===== config.mk =====
export PLATFORM = sky130hd
export DESIGN_NAME = m2q_front
export DESIGN_NICKNAME = d
export VERILOG_FILES = /design/src/rtl/core/m2q_pkg.sv /design/src/rtl/core/m2q_front.sv
export SDC_FILE = /design/constraint.sdc
export NUM_CORES = 1
export LEC_CHECK = 0
export ABC_AREA = 1
export BUFFER_PORTS_ARGS = -buffer_cell sky130_fd_sc_hd__buf_4
export CAP_MARGIN = 20
export CELL_PAD_IN_SITES_DETAIL_PLACEMENT = 0
export CELL_PAD_IN_SITES_GLOBAL_PLACEMENT = 1
export CORE_MARGIN = 2
export CORE_UTILIZATION = 44
export CTS_CLUSTER_SIZE = 30
export DETAILED_ROUTE_END_ITERATION = 8
export PLACE_DENSITY = 0.86
export SLEW_MARGIN = 0
export SYNTH_ARGS = -nofsm -noshare
export SYNTH_HDL_FRONTEND = slang
export SYNTH_SLANG_ARGS = --single-unit

===== constraint.sdc =====
create_clock -name clk_i -period 6.7 [get_ports clk_i]
set_input_delay 0.335 -clock clk_i [delete_from_list [all_inputs] [get_ports clk_i]]
set_output_delay 0.335 -clock clk_i [all_outputs]
set_load 0.1 [all_outputs]

===== src/rtl/core/m2q_pkg.sv =====
`timescale 1ns / 1ps
package m2q_pkg;

  localparam int FRAC_BITS = 16;
  localparam int FIELD_W   = 19;
  localparam int ACC_W     = FIELD_W + 2;          // trace and root argument, signed
  localparam int NUM_W     = FIELD_W + 1;          // numerator magnitude
  localparam int ARG_W     = FIELD_W + 1;          // positive root argument
  localparam int RAD_W     = ARG_W + FRAC_BITS;    // radicand
  localparam int ROOT_W    = RAD_W / 2;
  localparam int SQ_W      = RAD_W + 2;
  localparam int DEN_W     = ROOT_W + 1;
  localparam int DIVD_W    = NUM_W + FRAC_BITS + 1;
  localparam int Q_W       = FIELD_W + 1;
  localparam int DV_W      = DEN_W + Q_W + 1;
  localparam int FIFO_DEPTH = 4;
  localparam int FIFO_AW    = $clog2(FIFO_DEPTH);

  localparam logic signed [ACC_W-1:0] ONE = ACC_W'(1) <<< FRAC_BITS;
  localparam logic signed [FIELD_W-1:0] FIELD_MAX = {1'b0, {(FIELD_W-1){1'b1}}};
  localparam logic signed [FIELD_W-1:0] FIELD_MIN = {1'b1, {(FIELD_W-1){1'b0}}};

  // Output slot that receives the root term.
  typedef enum logic [1:0] {
    LEAD_X = 2'd0,
    LEAD_Y = 2'd1,
    LEAD_Z = 2'd2,
    LEAD_W = 2'd3
  } lead_e;

  typedef struct packed {
    logic                        bad;
    lead_e                       lead;
    logic [ARG_W-1:0]            arg;
    logic [2:0]                  neg;
    logic [2:0][NUM_W-1:0]       mag;
  } item_t;

endpackage


===== src/rtl/core/m2q_front.sv =====
`timescale 1ns / 1ps
module m2q_front (
  input  logic                                clk_i,
  input  logic                                rst_ni,
  input  logic                                valid_i,
  output logic                                ready_o,
  input  logic signed [m2q_pkg::FIELD_W-1:0]  e00_i,
  input  logic signed [m2q_pkg::FIELD_W-1:0]  e01_i,
  input  logic signed [m2q_pkg::FIELD_W-1:0]  e02_i,
  input  logic signed [m2q_pkg::FIELD_W-1:0]  e10_i,
  input  logic signed [m2q_pkg::FIELD_W-1:0]  e11_i,
  input  logic signed [m2q_pkg::FIELD_W-1:0]  e12_i,
  input  logic signed [m2q_pkg::FIELD_W-1:0]  e20_i,
  input  logic signed [m2q_pkg::FIELD_W-1:0]  e21_i,
  input  logic signed [m2q_pkg::FIELD_W-1:0]  e22_i,
  input  logic signed [m2q_pkg::FIELD_W-1:0]  e33_i,
  output logic                                valid_o,
  input  logic                                ready_i,
  output m2q_pkg::item_t                      item_o
);
  import m2q_pkg::*;

  logic signed [ACC_W-1:0] d0, d1, d2, tr, arg;
  logic signed [NUM_W-1:0] n0, n1, n2;
  logic [1:0]              axis;
  item_t                   item_d, item_q;
  logic                    valid_q;

  function automatic logic signed [NUM_W-1:0] add2(logic signed [FIELD_W-1:0] a,
                                                    logic signed [FIELD_W-1:0] b,
                                                    logic sub);
    logic signed [NUM_W-1:0] r;
    r = sub ? NUM_W'(a) - NUM_W'(b) : NUM_W'(a) + NUM_W'(b);
    return r;
  endfunction

  always_comb begin
    d0 = ACC_W'(e00_i);
    d1 = ACC_W'(e11_i);
    d2 = ACC_W'(e22_i);
    tr = d0 + d1 + d2 + ACC_W'(e33_i);
    axis = 2'd0;
    if (d0 <= d1) axis = 2'd1;
    if (axis == 2'd1) begin
      if (d2 > d1) axis = 2'd2;
    end else begin
      if (d2 > d0) axis = 2'd2;
    end
    if (tr >= ONE) begin
      item_d.lead = LEAD_W;
      arg = tr;
      n0 = add2(e12_i, e21_i, 1'b1);
      n1 = add2(e20_i, e02_i, 1'b1);
      n2 = add2(e01_i, e10_i, 1'b1);
    end else begin
      unique case (axis)
        2'd0: begin
          item_d.lead = LEAD_X;
          arg = d0 - d1 - d2 + ONE;
          n0 = add2(e10_i, e01_i, 1'b0);
          n1 = add2(e20_i, e02_i, 1'b0);
          n2 = add2(e12_i, e21_i, 1'b1);
        end
        2'd1: begin
          item_d.lead = LEAD_Y;
          arg = d1 - d2 - d0 + ONE;
          n0 = add2(e01_i, e10_i, 1'b0);
          n1 = add2(e21_i, e12_i, 1'b0);
          n2 = add2(e20_i, e02_i, 1'b1);
        end
        default: begin
          item_d.lead = LEAD_Z;
          arg = d2 - d0 - d1 + ONE;
          n0 = add2(e02_i, e20_i, 1'b0);
          n1 = add2(e12_i, e21_i, 1'b0);
          n2 = add2(e01_i, e10_i, 1'b1);
        end
      endcase
    end
    item_d.bad = (arg <= 0);
    // A bad item still runs through the datapath with a harmless argument.
    item_d.arg = item_d.bad ? ARG_W'(1) : arg[ARG_W-1:0];
    item_d.neg = {n2[NUM_W-1], n1[NUM_W-1], n0[NUM_W-1]};
    item_d.mag[0] = n0[NUM_W-1] ? NUM_W'(-n0) : NUM_W'(n0);
    item_d.mag[1] = n1[NUM_W-1] ? NUM_W'(-n1) : NUM_W'(n1);
    item_d.mag[2] = n2[NUM_W-1] ? NUM_W'(-n2) : NUM_W'(n2);
  end

  assign ready_o = !valid_q || ready_i;

  always_ff @(posedge clk_i or negedge rst_ni) begin
    if (!rst_ni) begin
      valid_q <= 1'b0;
    end else if (ready_o) begin
      valid_q <= valid_i;
    end
  end

  always_ff @(posedge clk_i) begin
    if (ready_o && valid_i) begin
      item_q <= item_d;
    end
  end

  assign valid_o = valid_q;
  assign item_o  = item_q;

endmodule


Word level (Yosys, flattened, before mapping)
Index checks and enable logic that the tools add are counted.

cells by class
  add/subtract/negate cells = 21
  magnitude comparators = 5
  equal/unequal tests = 2
  multiplexer cells = 16
  reductions and logical operators = 5

operators by type and width
  kind                                                                  count
  subtractor 19 x 19 -> 20 bit                                          6
  2-to-1 mux 20 bit                                                     5
  adder 19 x 19 -> 20 bit                                               4
  adder 21 x 18 -> 21 bit (second input constant)                       3
  subtractor 20 x 19 -> 21 bit                                          3
  negation 20 bit                                                       3
  2-to-1 mux 19 bit                                                     3
  case mux 21 bit (2 select lines)                                      1
  case mux 20 bit (2 select lines)                                      1
  > comparator 19 bit                                                   2
  adder 20 x 19 -> 21 bit                                               1
  adder 21 x 19 -> 21 bit                                               1
  greater-or-equal comparator 21 x 18 -> 1 bit (second input constant)  1
  <= comparator 21 x 1 -> 1 bit (second input constant)                 1
  2-to-1 mux 21 bit                                                     1
  <= comparator 19 bit                                                  1
  2-to-1 mux 2 bit                                                      3
  == test 2 x 1 -> 1 bit (second input constant)                        2
  case mux 2 bit (2 select lines)                                       1
  zero test 2 bit                                                       1
  OR reduction 2 bit                                                    1
  logical AND 1 bit                                                     1
  zero test 1 bit                                                       1
  logical OR 1 bit                                                      1
  2-to-1 mux 1 bit                                                      1

storage, ports and cells
  register bits after elaboration = 87
  output and inout bits = 88

Depth between registers and ports, before layout
  word-level depth = 10
  gate-level depth with buffers = 33
  mapped depth without buffers = 32

Worst setup path after synthesis
Ideal clock, no wire load.

  kind = register to register
  from = reg valid_q, in the netlist valid_o
  to = reg item_q, in the netlist item_o[0] (enable)
  library setup time = 0.558 ns
  data arrival time = 5.089 ns
  data required time = 6.142 ns
  slack = 1.054 ns
  cell stages (with the launch flop) = 2
  buffers on the path = 0
  cell sequence = dfrtp_1 > a21oi_1

between the ends
  word-level cells in the longest chain between the ends = 3

ends and longest elaborated chain
  element                 RTL line          RTL
  from (decl)             m2q_front.sv:27   logic valid_q;
  from (signal assigned)  m2q_front.sv:95   valid_q <= valid_i;
  zero test 1 bit         m2q_front.sv:89   assign ready_o = !valid_q || ready_i;
  logical OR 1 bit        m2q_front.sv:89
  logical AND 1 bit       m2q_front.sv:100  if (ready_o && valid_i) begin
  to (signal assigned)    m2q_front.sv:101  item_q <= item_d;
  to (decl)               m2q_front.sv:26   item_t item_d, item_q;

No other way between the ends.
A chain may end at the register's enable or synchronous reset.

==> impl_metrics.env <==
export IMPL_status="completed"
export IMPL_overflow=0
export IMPL_finalHoldViolCount=0
export IMPL_ctsHoldBuffers=1
export IMPL_synth_cells=3305
export IMPL_yosysMostFrequentCell="nand2_1"
export IMPL_synth_seq_cells=87
export IMPL_syn_area_per_cell_sq_um=6.648
export IMPL_combPwrFrac_pct=82.5
export IMPL_cp_required_ps=6840
export IMPL_cp_max_fo=31
export IMPL_max_slew_margin_pct=26.40
export IMPL_dp_hpwl_mm=73.50
export IMPL_synth_xor_area_share_pct=6.458
export IMPL_crit_type="input port to flip-flop"
export IMPL_clock_sinks=87
export IMPL_synth_edf_count=86
export IMPL_synth_nets=3960
export IMPL_worstSkewPairLatency_ps=390
export IMPL_ir_worst_vdd_uv=460.9
export IMPL_synth_simple_area_share_pct=30.40
export IMPL_gp_congestion=0.9976
export IMPL_finalSetupViolCount=0
export IMPL_antenna_found_initial=0
export IMPL_clk_path_buf_depth=2
export IMPL_stdcell_area_sq_um=24860
export IMPL_drive_gt1_share_pct=10.71
export IMPL_cts_resized_gates=0
export IMPL_synth_area_leader_cell="ha_1"
export IMPL_tightest_slew_ps=1093
export IMPL_finalSetupTns_ps=0
export IMPL_via_count=22281
export IMPL_hold_class="input port to flip-flop"
export IMPL_fin_crit_ps=5298
export IMPL_p_total_mw=9.549
export IMPL_io_pin_count=282
export IMPL_ctsHtreeMaxLevel=3
export IMPL_ys_flop_type="edfxtp_1"
export IMPL_startpoint_type="input port"
export IMPL_p_leak_nw=13.47
export IMPL_rows=81
export IMPL_cpPeakStageDelay_ps=590
export IMPL_synth_top_family_by_area="simple AND/OR/NAND/NOR gates"
export IMPL_power_density_nw_per_um2=384.1
export IMPL_drtPass1Iterations=7
export IMPL_drt_wl_total_mm=84.27
export IMPL_holdPathStages=3
export IMPL_synth_commonest_cells="nand2_1 (858), inv_1 (508), ha_1 (356), nor2_1 (329), nand3_1 (247)"
export IMPL_drv_slew=0
export IMPL_cp_num_cells=28
export IMPL_post_route_period_util_pct=79.07
export IMPL_p_seq_share_pct=11.8
export IMPL_critPathTopFamily="simple AND/OR/NAND/NOR gates"
export IMPL_switching_share_pct=65.12
export IMPL_worst_setup_path_end_kind="flip-flop"
export IMPL_grt_pass1_vias=21288
export IMPL_dieWidth_microns=227.5
export IMPL_grt_pass1_wl_mm=125.6
export IMPL_synth_top_area_share_pct=20.27
export IMPL_drc=0
export IMPL_port_buffers=281
export IMPL_synthAdderAreaFrac_pct=29.84
export IMPL_p_int_mw=3.331
export IMPL_finClkSkew_ps=17.34
export IMPL_synthMuxAreaShare_pct=0
export IMPL_worst_path_buf_inv=5
export IMPL_fmax_mhz=188.8
export IMPL_post_cts_buffers=0
export IMPL_crit_arrival_ps=5430
export IMPL_worst_path_max_delay_cell="fa_1"
export IMPL_final_nets=4188
export IMPL_ys_seq_area_share_pct=11.87
export IMPL_wl_per_cell_microns=20.05
export IMPL_synth_area_sq_um=21970
export IMPL_antennaDiodeCount=0
export IMPL_maxCapViolCount=0
export IMPL_p_clk_share_pct=5.6
export IMPL_die_h_microns=227.5
export IMPL_power_switching_mw=6.218
export IMPL_synth_cell_types=54
export IMPL_place_area_sq_um=24560
export IMPL_synthArstFlopShare_pct=1.149
export IMPL_syn2layout_area_growth_pct=13.17
export IMPL_track_usage_pct=32.33
export IMPL_core_sq_um=49150
export IMPL_clkTransAtPathRegs_ps=80
export IMPL_grt_max_degree=63
export IMPL_numCtsBuffers=9
export IMPL_rsz0062_at_grt="false"
export IMPL_cts_tree="built"
export IMPL_root_buffer="clkbuf_16"
export IMPL_vias_per_cell=5.302
export IMPL_cpMostUsedCell="nand2_1"
export IMPL_synth_area_leaders="ha_1 (20%), nand2_1 (15%), edfxtp_1 (12%)"
export IMPL_synth_compound_area_share_pct=10.50
export IMPL_antenna_left=0
export IMPL_yosys_warnings=0
export IMPL_r2r_cells=2
export IMPL_drtIter0Drc=1922
export IMPL_dieArea_sq_um=51740
export IMPL_initial_core_util_pct=44.70
==> state kept, by name (all words and copies together) (netlist names) <==
signal   cells
item_o      86
valid_o      1
==> power by group through the flow <==
stage                     Combinational [mW]  Clock (mW)  Sequential [mW]
final                                   7.88       0.539             1.13
after global routing                    8.50       0.567             1.14
after CTS                               7.77       0.550             1.13
after detailed placement                7.73           0             1.14
after global placement                  7.72           0             1.14
after floorplan                         4.01           0             2.75
==> metrics by stage <==
stage	setup WS [ps]	hold WS (ps)	instances	utilization (%)
3_5_place_dp	1143	110.9	4185	49.96
6_report	1402	181.0	4202	50.58
5_1_grt	1035	181.8	4202	50.58
4_1_cts	1522	168.5	4202	50.58
2_1_floorplan	1054	39.41	3305	-
3_3_place_gp	1163	110.2	4185	49.96
==> per-layer routing <==
layer	share of wire (%)	vias up	global-route usage (%)	routed length, microns
li1	-	10929	-	-
met1	45	10405	45.46	38180
met2	44	849	51.38	37440
met3	7.3	98	4.479	6145
met4	3.0	0	9.551	2496
met5	0	-	0	0
==> cell usage in the layout, fill, tap and decap left out, drive strengths merged, types with 3 or more instances in the layout <==
| cell | instances |
|---|---|
| a21boi | 7 |
| a21o | 11 |
| a21oi | 223 |
| a31oi | 13 |
| and3 | 3 |
| buf | 294 |
| clkbuf | 9 |
| edfxtp | 86 |
| fa | 105 |
| ha | 356 |
| inv | 519 |
| nand2 | 871 |
| nand3 | 256 |
| nand3b | 19 |
| nand4 | 29 |
| nor2 | 352 |
| nor3 | 25 |
| nor4 | 8 |
| o211ai | 6 |
| o21a | 3 |
| o21ai | 123 |
| o21bai | 23 |
| o31ai | 8 |
| or2 | 14 |
| xnor2 | 27 |
| xor2 | 135 |
==> logic make-up (layout without fill, tap and decap cells) <==
kind of cell | after synthesis | count (layout)
simple gates | 1580 | 1580
buf+inv | 594 | 827
fa+ha+maj | 461 | 461
compound gates | 421 | 421
xor+xnor | 162 | 162
flops | 87 | 87
==> area by class of cell <==
cell class                      instances  area (sq um)
Clock inverter                          7         71.32
Multi-Input combinational cell       2624         16970
Inverter                              516          1939
Tap cell                              664         830.8
Fill cell                            5115         24290
Sequential cell                        87          2608
Timing Repair Buffer                  295          2217
Clock buffer                            9         225.2
==> path summary, 6_finish.rpt <==
check / startpoint / endpoint / slack (ps)
setup reg to reg: valid_o / item_o[30] / 4330
setup / recovery: e00_i[1] / item_o[28] / 1400
hold / removal: valid_i / valid_o / 180
hold reg to reg: valid_o / valid_o / 610
min in group asynchronous: rst_ni / valid_o / 260
max in group asynchronous: rst_ni / valid_o / 6360
==> worst reg2reg max path: cells and delay by family, from the launching register on <==
kind	cells	cell delay, ps
compound gates	1	660
flops	1	430
buf+inv	1	820
Power figures use the tool's default switching activity.
