### config.mk
export PLATFORM = sky130hd
export DESIGN_NAME = m2q_fifo
export DESIGN_NICKNAME = d
export VERILOG_FILES = /design/src/rtl/core/m2q_pkg.sv /design/src/rtl/core/m2q_fifo.sv
export SDC_FILE = /design/constraint.sdc
export NUM_CORES = 1
export LEC_CHECK = 0
export BUFFER_PORTS_ARGS = -buffer_cell sky130_fd_sc_hd__buf_2
export CAP_MARGIN = 10
export CORE_MARGIN = 2
export CORE_UTILIZATION = 42
export DETAILED_ROUTE_END_ITERATION = 10
export GPL_TIMING_DRIVEN = 0
export SYNTH_ARGS = -nofsm -noshare
export SYNTH_HDL_FRONTEND = slang
export SYNTH_SLANG_ARGS = --single-unit
### constraint.sdc
create_clock -name clk_i -period 3.5 [get_ports clk_i]
set_input_delay 0.525 -clock clk_i [delete_from_list [all_inputs] [get_ports clk_i]]
set_output_delay 0.525 -clock clk_i [all_outputs]
set_load 0.02 [all_outputs]
### src/rtl/core/m2q_pkg.sv
`timescale 1ns / 1ps
package m2q_pkg;

  localparam int FRAC_BITS = 16;
  localparam int FIELD_W   = 19;
  localparam int ACC_W     = FIELD_W + 2;          // trace and root argument, signed
  localparam int NUM_W     = FIELD_W + 1;          // numerator magnitude
  localparam int ARG_W     = FIELD_W + 1;          // positive root argument
  localparam int RAD_W     = ARG_W + FRAC_BITS;    // radicand
  localparam int ROOT_W    = RAD_W / 2;
  localparam int SQ_W      = RAD_W + 2;
  localparam int DEN_W     = ROOT_W + 1;
  localparam int DIVD_W    = NUM_W + FRAC_BITS + 1;
  localparam int Q_W       = FIELD_W + 1;
  localparam int DV_W      = DEN_W + Q_W + 1;
  localparam int FIFO_DEPTH = 4;
  localparam int FIFO_AW    = $clog2(FIFO_DEPTH);

  localparam logic signed [ACC_W-1:0] ONE = ACC_W'(1) <<< FRAC_BITS;
  localparam logic signed [FIELD_W-1:0] FIELD_MAX = {1'b0, {(FIELD_W-1){1'b1}}};
  localparam logic signed [FIELD_W-1:0] FIELD_MIN = {1'b1, {(FIELD_W-1){1'b0}}};

  // Output slot that receives the root term.
  typedef enum logic [1:0] {
    LEAD_X = 2'd0,
    LEAD_Y = 2'd1,
    LEAD_Z = 2'd2,
    LEAD_W = 2'd3
  } lead_e;

  typedef struct packed {
    logic                        bad;
    lead_e                       lead;
    logic [ARG_W-1:0]            arg;
    logic [2:0]                  neg;
    logic [2:0][NUM_W-1:0]       mag;
  } item_t;

endpackage

### src/rtl/core/m2q_fifo.sv
`timescale 1ns / 1ps
module m2q_fifo (
  input  logic           clk_i,
  input  logic           rst_ni,
  input  logic           valid_i,
  output logic           ready_o,
  input  m2q_pkg::item_t item_i,
  output logic           valid_o,
  input  logic           ready_i,
  output m2q_pkg::item_t item_o
);
  import m2q_pkg::*;

  item_t              mem_q [FIFO_DEPTH];
  logic [FIFO_AW-1:0] wr_q, rd_q;
  logic [FIFO_AW:0]   cnt_q;
  logic               push, pop;

  assign ready_o = (cnt_q != (FIFO_AW+1)'(FIFO_DEPTH));
  assign valid_o = (cnt_q != '0);
  assign push    = valid_i && ready_o;
  assign pop     = valid_o && ready_i;
  assign item_o  = mem_q[rd_q];

  always_ff @(posedge clk_i or negedge rst_ni) begin
    if (!rst_ni) begin
      wr_q  <= '0;
      rd_q  <= '0;
      cnt_q <= '0;
    end else begin
      if (push) wr_q <= wr_q + 1'b1;
      if (pop)  rd_q <= rd_q + 1'b1;
      if (push && !pop) begin
        cnt_q <= cnt_q + 1'b1;
      end else if (pop && !push) begin
        cnt_q <= cnt_q - 1'b1;
      end
    end
  end

  always_ff @(posedge clk_i) begin
    if (push) mem_q[wr_q] <= item_i;
  end

endmodule

# After elaboration in Yosys (flattened, before gate mapping)
# Memories as Yosys holds them, arrays and structs flattened.
# Cells that the tools add are included.
totals:
  n_memories: 1
  wordCells: 21
  register_bits: 7
  latchBits: 0
  output_inout_bits: 88
  rom_bits: 0
  ramBits: 344
mem_list:
  columns: ["name", "depth", "width", "rd", "rd_ports_with_merged_regs", "write_ports", "line_no", "text"]
  rows:
  - ["mem_q", 4, 86, 1, 0, 1, "m2q_fifo.sv:14", "item_t mem_q [FIFO_DEPTH];"]
op_classes:
  bitwise_logic: 0
  reduce_logical: 8
  shifts: 0
  n_mul: 0
  n_addsub: 4
  order_cmp: 0
  eq_ne: 1
  muxes: 4
  n_div: 0
ops:
  columns: ["cell", "n"]
  rows:
  - ["$mux 3", 2]
  - ["$add 2x1->2 const B", 2]
  - ["$logic_and 1x1->1", 4]
  - ["$add 3x1->3 const B", 1]
  - ["$ne 3x3->1 const B", 1]
  - ["$reduce_bool 3->1", 1]
  - ["$sub 3x1->3 const B", 1]
  - ["$logic_not 1->1", 2]
  - ["$mux 1", 2]
  - ["$reduce_bool 2->1", 1]

# Depth between registers and ports, before layout
# Gate-level depths: netlist of the first run.
depth:
  ltp_word: 6
  ltp_mapped: 8
  depth_no_buf: 8

# Worst setup path before layout of the first run
# Ideal clock, no wire load.
synth_timing:
  path_kind: "input -> register"
  from: "in valid_i"
  to: "mem mem_q[2][0] (netlist bit) (enable)"
  stages: 2
  required_time_ns: 3.046
  arrival_time_ns: 2.830
  path_buffers: 0
  slack_ns: 0.216
  path_cell_list: "a21boi_2 and2_1"
synth_via:
  elab_chain_cells: 3
synth_rtl:
  columns: ["element", "line_no", "text"]
  rows:
  - ["from (decl)", "m2q_fifo.sv:5", "input logic valid_i,"]
  - ["$logic_and 1x1->1", "m2q_fifo.sv:21", "assign push = valid_i && ready_o;"]
  - ["$mux 1", "m2q_fifo.sv:42", "if (push) mem_q[wr_q] <= item_i;"]
  - ["$mux 1 (implied by the code)", "m2q_fifo.sv:42", null]
  - ["to (decl)", "m2q_fifo.sv:14", null]
# No other way between the ends.

==> impl_metrics.csv, run 1 <==
group,metric,value,unit
clocking,htreeDepth,2,
finish,regArea,0.0105,sq mm
grt,antenna_found_initial,1,
worst_setup_path,reg2regPathDepth,4,
timing,min_period,2.79,ns
finish,instances_no_fill,1123,
grt,grt_max_degree,50,
floorplanning,coreArea,0.0299,sq mm
grt,grt_pass1_wl,36.0,mm
worst_setup_path,path_buf_inv,4,
timing,finalMaxSlewViolations,0,
worst_setup_path,worstSetupEndpoint,"item_o[36]",
drt,num_vias,5744,
logic_synthesis,syn_area,0.0128,sq mm
finish,final_common_cell,"edfxtp_1",
finish,multiInputGateArea,0.00217,sq mm
drt,drt_first_iter_violations,397,
clocking,max-clock-path-buffers,3,
timing,hold_viol,0,
power,comb_power_share,32.2,%
logic_synthesis,synth_warnings,0,
worst_setup_path,crit_path_frequent_cell,"buf_2",
timing,timing.final.ws_setup,0.712,ns
worst_setup_path,r2r_setup_slack,1.24,ns
clocking,clk_pin_slew,0.06,ns
placement,post-place-cells,1056,
worst_setup_path,r2r_start,"cnt_q[0]",
finish,syn_to_final_growth,20.6,%
drt,vias_per_cell,5.11,
placement,portBuffers,177,
timing,max_freq,359,MHz
placement,hpwl,14.7,mm
worst_setup_path,worstPathMaxFanout,10,
grt,grt.overflow.total,0,
power,fin_total_pwr,13800,uW
floorplanning,die-area,0.0319,sq mm
clocking,clock_sinks,351,
logic_synthesis,postSynthAreaPerCell,26.4,sq um
worst_setup_path,slowest_delay,0.39,ns
clocking,cts_made_buffers,38,
logic_synthesis,yosysSeqAreaShare,82.0,%
grt,grt_pass1_vias,6325,
power,switchingPower,4300,uW
placement,globalplace.congestion,0.684,
power,clkPwrFrac,26.2,%
clocking,hold_buffers,1,
worst_setup_path,cp.depth,5,
logic_synthesis,synthDistinctLibCells,21,
worst_setup_path,crit_path_start,"rd_q[1]",
finish,drive_gt1_share,46.9,%
drt,route.detailed.wl_per_inst,21.1,microns
drt,wl,23.7,mm
power,p_seq_share,41.6,%
finish,finalInstanceArea,0.0155,sq mm
worst_setup_path,path_delay_family,"buffers and inverters",
placement,placed_area,0.0143,sq mm
floorplanning,ios,178,
timing,worstMarginPinSlew,0.726,ns
timing,hold_slack,0.229,ns
drt,first_pass_iters,4,
status,status,"finished clean",
finish,nNetsFinal,803,
drt,antenna_left,0,
logic_synthesis,synthTopCellsByArea,"edfxtp_1, mux4_2, dfrtp_1",
clocking,cts_tree,"done",
clocking,postCtsSetupBuffers,0,
worst_setup_path,path_class,"register to primary output",
worst_setup_path,startpoint_type,"register",
clocking,cts_root_buf,"clkbuf_16",
job,drv_cap,0,
worst_setup_path,r2r-end,"mem_q[0][48]",
logic_synthesis,syn_nets,581,
logic_synthesis,yosysTopAreaCellShare,80.6,%
power,intPower,9470,uW
logic_synthesis,synth_cells,485,
timing,fin_skew,0.0165,ns
floorplanning,start_util,42.9,%
min_path,hp-class,"primary input to register",
power,switching_share,31.2,%
worst_setup_path,cp.arrival,2.26,ns
timing,fin_crit_sh,79.7,%
finish,layout_common_cells,"edfxtp_1, buf_2, mux4_2, clkbuf_16, clkbuf_1",
floorplanning,die_y,179,microns
logic_synthesis,synth_seq_cells,351,
drt,route.detailed.drc,0,
worst_setup_path,cp_data_required_time,2.97,ns
clocking,post_cts_resized,0,
worst_setup_path,crit_path_end_kind,"primary output",
grt,grt_usage,15.1,%
power,power_leakage,0.00529,uW
placement,pre_cts_slack,1.11,ns
worst_setup_path,crit_path_cell_trace,"buf_2, buf_2, buf_2, mux4_2, buf_2",
power,irDropWorstVdd,407,uV
floorplanning,num_rows,63,
floorplanning,dieWidth,179,microns
logic_synthesis,yosysTopAreaCell,"edfxtp_1",
timing,setup_viol,0,
worst_setup_path,worst_path_max_delay_cell,"mux4_2",
finish,fill_cells,2350,
timing,rsz0062_at_grt,"false",
timing,max-slew-margin-rel,51.6,%
clocking,clock_latency,0.51,ns
power,power_density,891,mW/mm^2
[worst min path at each step]
stage,from,end,slack (ns),cells after the start
global placement,rst_ni,wr_q[1],0.36,1
CTS,item_i[42],mem_q[2][42],0.20,1
finish,item_i[66],mem_q[3][66],0.23,1
global route,item_i[81],mem_q[3][81],0.21,1
detailed placement,rst_ni,cnt_q[1],0.38,1
floorplan,rst_ni,cnt_q[0],0.23,0
[cell type report]
class | instances | share of cell area, %
flip-flops and latches | 351 | 68.0
repair buffers | 182 | 6.51
diodes | 1 | 0.0162
inverters | 3 | 0.0729
plain buffers | 20 | 0.923
clock buffers | 49 | 6.75
clock inverters | 16 | 0.559
well taps | 390 | 3.16
multi-input cells | 111 | 14.0
[synthesized netlist by cell type (all sizes together)]
master / instances
mux2: 2
inv: 3
clkbuf: 4
nand3: 1
and2: 4
fa: 1
a21boi: 1
edfxtp: 344
xor2: 2
ha: 5
nand2: 2
or3: 1
dfrtp: 7
buf: 16
nor2: 2
xnor2: 4
mux4: 86
[stage by stage]
step	setup TNS [ns]	utilization (%)
6_report	0	51.7
4_1_cts	0	51.7
3_5_place_dp	0	47.9
2_1_floorplan	0	-
5_1_grt	0	51.7
3_3_place_gp	-518.52	47.5
[cells by family (layout without fill, tap and decap cells)]
kind of cell | after synthesis | in the layout | synth area share [%]
buffers and inverters | 23 | 270 | 1.20
DFF | 351 | 351 | 82.0
xor gates and xnor gates | 6 | 6 | 0.410
adders and majority gates | 6 | 6 | 0.644
muxes | 88 | 88 | 15.3
AOI/OAI and AO/OA | 1 | 1 | 0.0879
other | 0 | 1 | 0
and+or+nand+nor | 10 | 10 | 0.400
[metal layers]
metal  global-route usage (%)  vias up  share of wire [%]
li1                         -     2534                  -
met1                     18.7     2996                 40
met4                     5.08        0                2.0
met2                     26.5      177                 52
met3                     3.31       37                6.1
met5                        0        -                  0
[power groups by stage]
stage               Sequential (uW)  Clock (uW)  Combinational [uW]
floorplan                      5830           0                3060
global placement               5920           0                4410
detailed placement             5830           0                4580
CTS                            5750        3700                4590
global route                   5800        3890                4780
finish                         5730        3610                4430
[flip-flops by register name (all words and copies together), names as in the netlist]
signal / flops
mem_q: 344
cnt_q: 3
rd_q: 2
wr_q: 2
(Power assumes the default switching activity.)
==> inputs of run 2 (changes only) <==
- ABC_AREA: not set -> 1
- clock period: 3.5 -> 2.6 ns (I/O delays scaled with it)
==> run 2 against run 1 <==
Net effect:
- largest cell class unchanged
- die area up 9.2%
- wire length up 30%
- core utilization up 0.69 points
- clock-buffer cell count down 2
- sequential share of layout area down 6.7 points
- area after synthesis up 9.4%
- first-iteration DRC count up 34%
==> impl_metrics.csv, run 2 <==
group,metric,value,unit
floorplanning,die_y,187,microns
logic_synthesis,synthArstFlopShare,1.99,%
timing,hold_slack,0.0923,ns
floorplanning,die-area,0.0349,sq mm
logic_synthesis,synth_cells,1063,
drt,antenna_left,0,
power,irDropWorstVdd,706,uV
worst_setup_path,reg2regPathDepth,6,
clocking,max-clock-path-buffers,3,
worst_setup_path,worst_path_max_delay_cell,"dfrtp_1",
logic_synthesis,synthTopCellsByArea,"edfxtp_1, o211ai_1, nand2_1",
logic_synthesis,synth_compound_area_share,9.25,%
worst_setup_path,crit_path_cell_trace,"inv_2, buf_2, buf_2, nand2_1, o211ai_1, nand2_1, buf_2",
status,status,"finished clean",
logic_synthesis,synth-simple-area-share,7.76,%
worst_setup_path,path_class,"register to primary output",
placement,pre_cts_slack,0.358,ns
placement,globalplace.congestion,0.723,
worst_setup_path,crit_path_start,"rd_q[0]",
logic_synthesis,synth_edf_count,344,
clocking,cts_tree,"done",
finish,drive_gt1_share,23.0,%
finish,fin_util,52.4,%
floorplanning,ios,178,
logic_synthesis,yosysTopAreaCellShare,73.7,%
floorplanning,dieWidth,187,microns
logic_synthesis,synthMostInstantiatedCell,"edfxtp_1",
floorplanning,start_util,42.9,%
logic_synthesis,synth_mux_area_share,0,%
clocking,cts_root_buf,"clkbuf_16",
worst_setup_path,path_buf_inv,4,
timing,fin_crit_sh,94.2,%
finish,layout_common_cells,"edfxtp_1, nand2_1, buf_2, inv_1, o211ai_1",
drt,route.detailed.wl_per_inst,17.5,microns
logic_synthesis,syn_nets,1159,
worst_setup_path,cp.arrival,2.06,ns
logic_synthesis,synth_top_flop_cell,"edfxtp_1",
worst_setup_path,worstPathMaxFanout,10,
placement,portBuffers,177,
grt,grt_usage,17.8,%
worst_setup_path,r2r-end,"mem_q[0][60]",
logic_synthesis,postSynthAreaPerCell,13.2,sq um
drt,drt_first_iter_violations,531,
logic_synthesis,synthDistinctLibCells,16,
timing,finalMaxSlewViolations,0,
drt,first_pass_iters,4,
clocking,clock_sinks,351,
clocking,htreeDepth,2,
grt,grt_pass1_wl,47.9,mm
job,drv_cap,0,
worst_setup_path,cp_data_required_time,2.21,ns
finish,reg_top3,"mem_q: 344 flops, cnt_q: 3 flops",
worst_setup_path,r2r_setup_slack,0.37,ns
drt,vias_per_cell,4.80,
logic_synthesis,yosysTopAreaCell,"edfxtp_1",
clocking,clk_pin_slew,0.06,ns
worst_setup_path,crit_path_frequent_cell,"buf_2",
power,power_density,1220,mW/mm^2
worst_setup_path,worstSetupEndpoint,"item_o[7]",
finish,largest_register,"mem_q",
drt,route.detailed.drc,0,
min_path,hp-class,"primary input to register",
worst_setup_path,cp.depth,7,
timing,max_freq,408,MHz
power,p_seq_share,36.6,%
power,intPower,13200,uW
floorplanning,num_rows,66,
timing,max-slew-margin-rel,56.6,%
clocking,clock_latency,0.51,ns
finish,nNetsFinal,1392,
worst_setup_path,crit_path_end_kind,"primary output",
power,fin_total_pwr,21000,uW
drt,num_vias,8478,
clocking,cts_made_buffers,38,
power,power_leakage,0.00697,uW
power,comb_power_share,38.3,%
grt,grt_max_degree,27,
floorplanning,coreArea,0.0327,sq mm
logic_synthesis,synth_fa_ha_area_share,0.589,%
logic_synthesis,netlist_top_cells_count,"edfxtp_1, nand2_1, inv_1",
logic_synthesis,synth_xor_area_share,0.0625,%
drt,wl,30.8,mm
timing,timing.final.ws_setup,0.152,ns
logic_synthesis,synth_seq_cells,351,
power,switchingPower,7760,uW
grt,antenna_found_initial,7,
timing,fin_skew,0.0184,ns
worst_setup_path,path_delay_family,"buffers and inverters",
placement,hpwl,19.7,mm
power,switching_share,37.0,%
finish,final_common_cell,"edfxtp_1",
timing,tns,0,ns
finish,fill_cells,2740,
timing,hold_viol,0,
worst_setup_path,r2r_start,"cnt_q[0]",
logic_synthesis,synth_top_family_by_area,"compound AO/OA/AOI/OAI gates",
timing,setup_viol,0,
grt,grt.overflow.total,0,
grt,grt_pass1_vias,8375,
clocking,postCtsSetupBuffers,0,
logic_synthesis,yosysSeqAreaShare,74.9,%
finish,largest_register_ffs,344,
timing,worstMarginPinSlew,0.650,ns
timing,min_period,2.45,ns
logic_synthesis,synth_warnings,0,
finish,syn_to_final_growth,22.3,%
worst_setup_path,startpoint_type,"register",
power,clkPwrFrac,25.2,%
worst_setup_path,slowest_delay,0.40,ns
logic_synthesis,syn_area,0.0140,sq mm
[run 2: cell types whose count changed in the layout (fill, tap and decap cells not counted), moves of 11 or more]
cell      previous run  this run
o211ai_1             0       172
buf_6                2        13
nand2_1              2       274
mux4_2              86         0
clkbuf_2             0        18
inv_1                3       186
[run 2: area by class of cell]
type                            count  area, sq um  share of cell area (%)
Clock inverter                     18          186                    1.09
Timing Repair Buffer              193         1230                    7.20
Inverter                          188          706                    4.12
Sequential cell                   351        10500                    61.3
Buffer                             57          387                    2.26
Tap cell                          442          553                    3.23
Multi-Input combinational cell    467         2510                    14.7
Antenna cell                        3         7.51                  0.0438
Clock buffer                       47         1050                    6.12
[run 2: worst min-delay path by stage]
stage                     from            to  slack (ns)  depth (start not counted)
floorplan               rst_ni      cnt_q[0]        0.09                          0
global placement        rst_ni      cnt_q[2]        0.24                          1
detailed placement      rst_ni      cnt_q[2]        0.24                          1
CTS                  item_i[7]   mem_q[3][7]        0.07                          1
global route         item_i[9]   mem_q[0][9]        0.08                          1
finish              item_i[10]  mem_q[0][10]        0.09                          1
[run 2: worst reg2reg max path: cells and delay by family (launching register included)]
kind / cells / cell delay (ns)
simple gates: 3 / 0.88
buf+inv: 3 / 0.61
flops: 1 / 0.41
[run 2: cell families (layout without fill, tap and decap cells)]
kind of cell,Yosys count,after routing
xor gates and xnor gates,1,1
DFF,351,351
other,0,3
adders and majority gates,6,6
buffers and inverters,245,503
and+or+nand+nor,287,287
AOI/OAI and AO/OA,173,173
[run 2: routing by layer]
metal	share of wire, %	vias to the layer above	track usage [%]	routed length, microns
met1	45	4049	23.9	13700
met4	2.1	8	5.13	637
met3	5.3	53	3.67	1640
met2	48	195	29.5	14800
li1	-	4173	-	-
met5	0.16	-	0	50
[run 2: metrics by stage]
step / instances / instance area (sq um)
6_report: 1766 / 17100
5_1_grt: 1765 / 17100
4_1_cts: 1763 / 17100
3_5_place_dp: 1697 / 15800
3_3_place_gp: 1682 / 15500
2_1_floorplan: 1063 / 14100
[run 2: timing repair]
action,4_1_cts,5_1_grt
resized for setup,7,36
setup endpoints to repair,32,69
endpoints found under the hold margin,7,0
hold buffers,1,0
[run 2: power groups by stage]
stage / Sequential [uW] / Combinational, uW / Clock [uW]
after global placement: 7840 / 7670 / 0
after global routing: 7750 / 8800 / 5610
after floorplan: 7770 / 4950 / 0
final: 7660 / 8020 / 5280
after CTS: 7670 / 8110 / 5400
after detailed placement: 7780 / 8070 / 0
==> inputs of run 3 (changes only) <==
--- a/config.mk
+++ b/config.mk
@@ -10,3 +10,3 @@
 export CAP_MARGIN = 10
-export CORE_MARGIN = 2
+export CORE_MARGIN = 4
 export CORE_UTILIZATION = 42
==> constraint.sdc (replaced) <==
create_clock -name clk_i -period 2.6 [get_ports clk_i]
set_input_delay 0.52 -clock clk_i [delete_from_list [all_inputs] [get_ports clk_i]]
set_output_delay 0.52 -clock clk_i [all_outputs]
set_load 0.02 [all_outputs]
==> run 3 against run 2 <==
Net effect:
- via count increased by 0.71%
- flip-flop and latch count unchanged
- clock-buffer cell count decreased by 3
- setup slack lost 0.079 ns
- die area rose by 4.3%
- clock power decreased by 10%
- power decreased by 2.3%
- global-route usage down 0.55 points
- critical path type unchanged
- design area fell by 0.93%
- first-iteration DRC count fell by 3.8%
==> impl_metrics.csv, run 3 (same netlist as run 2, synthesis figures left out) <==
group,metric,value,unit
floorplanning,dieWidth,191,microns
clocking,clock_sinks,351,
drt,route.detailed.wl_per_inst,17.8,microns
clocking,max-clock-path-buffers,3,
timing,max_freq,396,MHz
worst_setup_path,startpoint_type,"register",
finish,reg_top3,"mem_q: 344 flops, cnt_q: 3 flops",
finish,nNetsFinal,1390,
grt,gr-usage-met3,3.19,%
placement,globalplace.congestion,0.717,
power,power_density,1210,mW/mm^2
floorplanning,die_y,191,microns
power,irDropWorstVdd,754,uV
drt,antenna_left,0,
grt,use_met2,29.1,%
timing,fin_crit_sh,97.2,%
worst_setup_path,cp.arrival,2.01,ns
min_path,hp-class,"primary input to register",
drt,num_vias,8538,
grt,grt_max_degree,29,
floorplanning,die-area,0.0364,sq mm
worst_setup_path,worstPathMaxFanout,10,
timing,rsz0062_at_grt,"true",
floorplanning,num_rows,66,
finish,final_common_cell,"edfxtp_1",
job,drv_cap,0,
clocking,clk_pin_slew,0.05,ns
grt,busiest_layer,"met2",
timing,max-slew-margin-rel,44.2,%
grt,antenna_found_initial,7,
timing,min_period,2.53,ns
finish,drive_gt1_share,23.0,%
clocking,cts_made_buffers,38,
clocking,postCtsSetupBuffers,0,
grt,met1_usage,22.9,%
timing,worstMarginPinSlew,0.835,ns
finish,layout_common_cells,"edfxtp_1, nand2_1, buf_2, inv_1, o211ai_1",
worst_setup_path,crit_path_end_kind,"primary output",
finish,fin_util,51.9,%
clocking,cts_tree,"done",
worst_setup_path,cp_data_required_time,2.08,ns
worst_setup_path,path_class,"register to primary output",
floorplanning,ios,178,
finish,largest_register_ffs,344,
finish,syn_to_final_growth,21.1,%
grt,grt_usage,17.3,%
drt,drt_first_iter_violations,511,
grt,grt_pass1_wl,48.1,mm
timing,hold_viol,0,
power,fin_total_pwr,20500,uW
placement,pre_cts_slack,0.245,ns
drt,first_pass_iters,5,
power,power_leakage,0.00689,uW
placement,portBuffers,177,
clocking,cts_root_buf,"clkbuf_16",
grt,grt_pass1_vias,8505,
placement,placed_area,0.0158,sq mm
finish,largest_register,"mem_q",
timing,finalMaxSlewViolations,0,
placement,hpwl,20.4,mm
drt,route.detailed.drc,0,
timing,timing.final.ws_setup,0.0724,ns
drt,wl,31.4,mm
status,status,"finished clean",
timing,fin_skew,0.0110,ns
clocking,htreeDepth,2,
clocking,clock_latency,0.51,ns
floorplanning,coreArea,0.0327,sq mm
timing,setup_viol,0,
floorplanning,start_util,42.9,%
finish,finalInstanceArea,0.0170,sq mm
drt,vias_per_cell,4.84,
grt,grt.overflow.total,0,
[run 3: cell types whose count changed in the layout (fill, tap and decap cells not counted), sizes merged]
cell,previous run,this run
buf,218,222
diode,3,2
clkinv,13,17
clkbuf,78,69
inv,188,191
clkinvlp,1,2
bufinv,4,0
[run 3: worst max-delay path, cell delays in order, from the launching register on]
cell and delay, ns:
dfrtp_1 0.40, inv_2 0.08, buf_4 0.23, buf_2 0.29, nand2_1 0.09, o211ai_1 0.10, nand2_1 0.11, buf_2 0.17
[run 3: cell type report]
class                   count  area (sq um)
flip-flops and latches    351         10500
fillers                  2840         15700
diodes                      2          5.00
repair buffers            191          1170
inverters                 188           708
multi-input cells         467          2510
well taps                 442           553
clock buffers              44           973
plain buffers              57           427
clock inverters            22           124
[run 3: final timing paths]
kind | startpoint | endpoint | slack, ns | depth (start not counted)
min in group asynchronous | rst_ni | wr_q[0] | 0.41 | 2
setup / recovery | rd_q[0] | item_o[69] | 0.07 | 7
hold reg to reg | rd_q[0] | rd_q[0] | 0.52 | 2
hold / removal | item_i[82] | mem_q[0][82] | 0.21 | 1
max in group asynchronous | rst_ni | cnt_q[2] | 2.03 | 2
setup reg to reg | cnt_q[0] | mem_q[3][63] | 0.28 | 6
[run 3: stage by stage]
step / std cells / hold slack [ns] / setup TNS (ns)
after floorplan: 1063 / 0.224 / 0
after global placement: 1682 / 0.364 / -336.73
after detailed placement: 1695 / 0.365 / 0
after CTS: 1762 / 0.190 / 0
after global routing: 1764 / 0.194 / -0.288
final: 1764 / 0.214 / 0
[run 3: power by group]
group | internal [uW] | leakage (uW) | switching [uW] | total, uW
registers | 7430 | 0.00324 | 240 | 7670
clock network | 2690 | 0.000533 | 2050 | 4740
logic | 2570 | 0.00313 | 5510 | 8080
total | 12700 | 0.00689 | 7800 | 20500
[run 3: layer usage]
layer  vias to the layer above  routed length, microns  part of all wire [%]
li1                       4179                       -                     -
met1                      4099                   13700                    44
met2                       195                   15400                    49
met3                        55                    1670                   5.3
met4                        10                     584                   1.9
met5                         -                      62                  0.20
[run 3: what timing repair did]
action / CTS / global route
resized for setup: 31 / 23
endpoints found under the setup margin: 86 / 68
gates cloned: 0 / 0
hold buffers: 1 / 0
endpoints found under the hold margin: 7 / 0
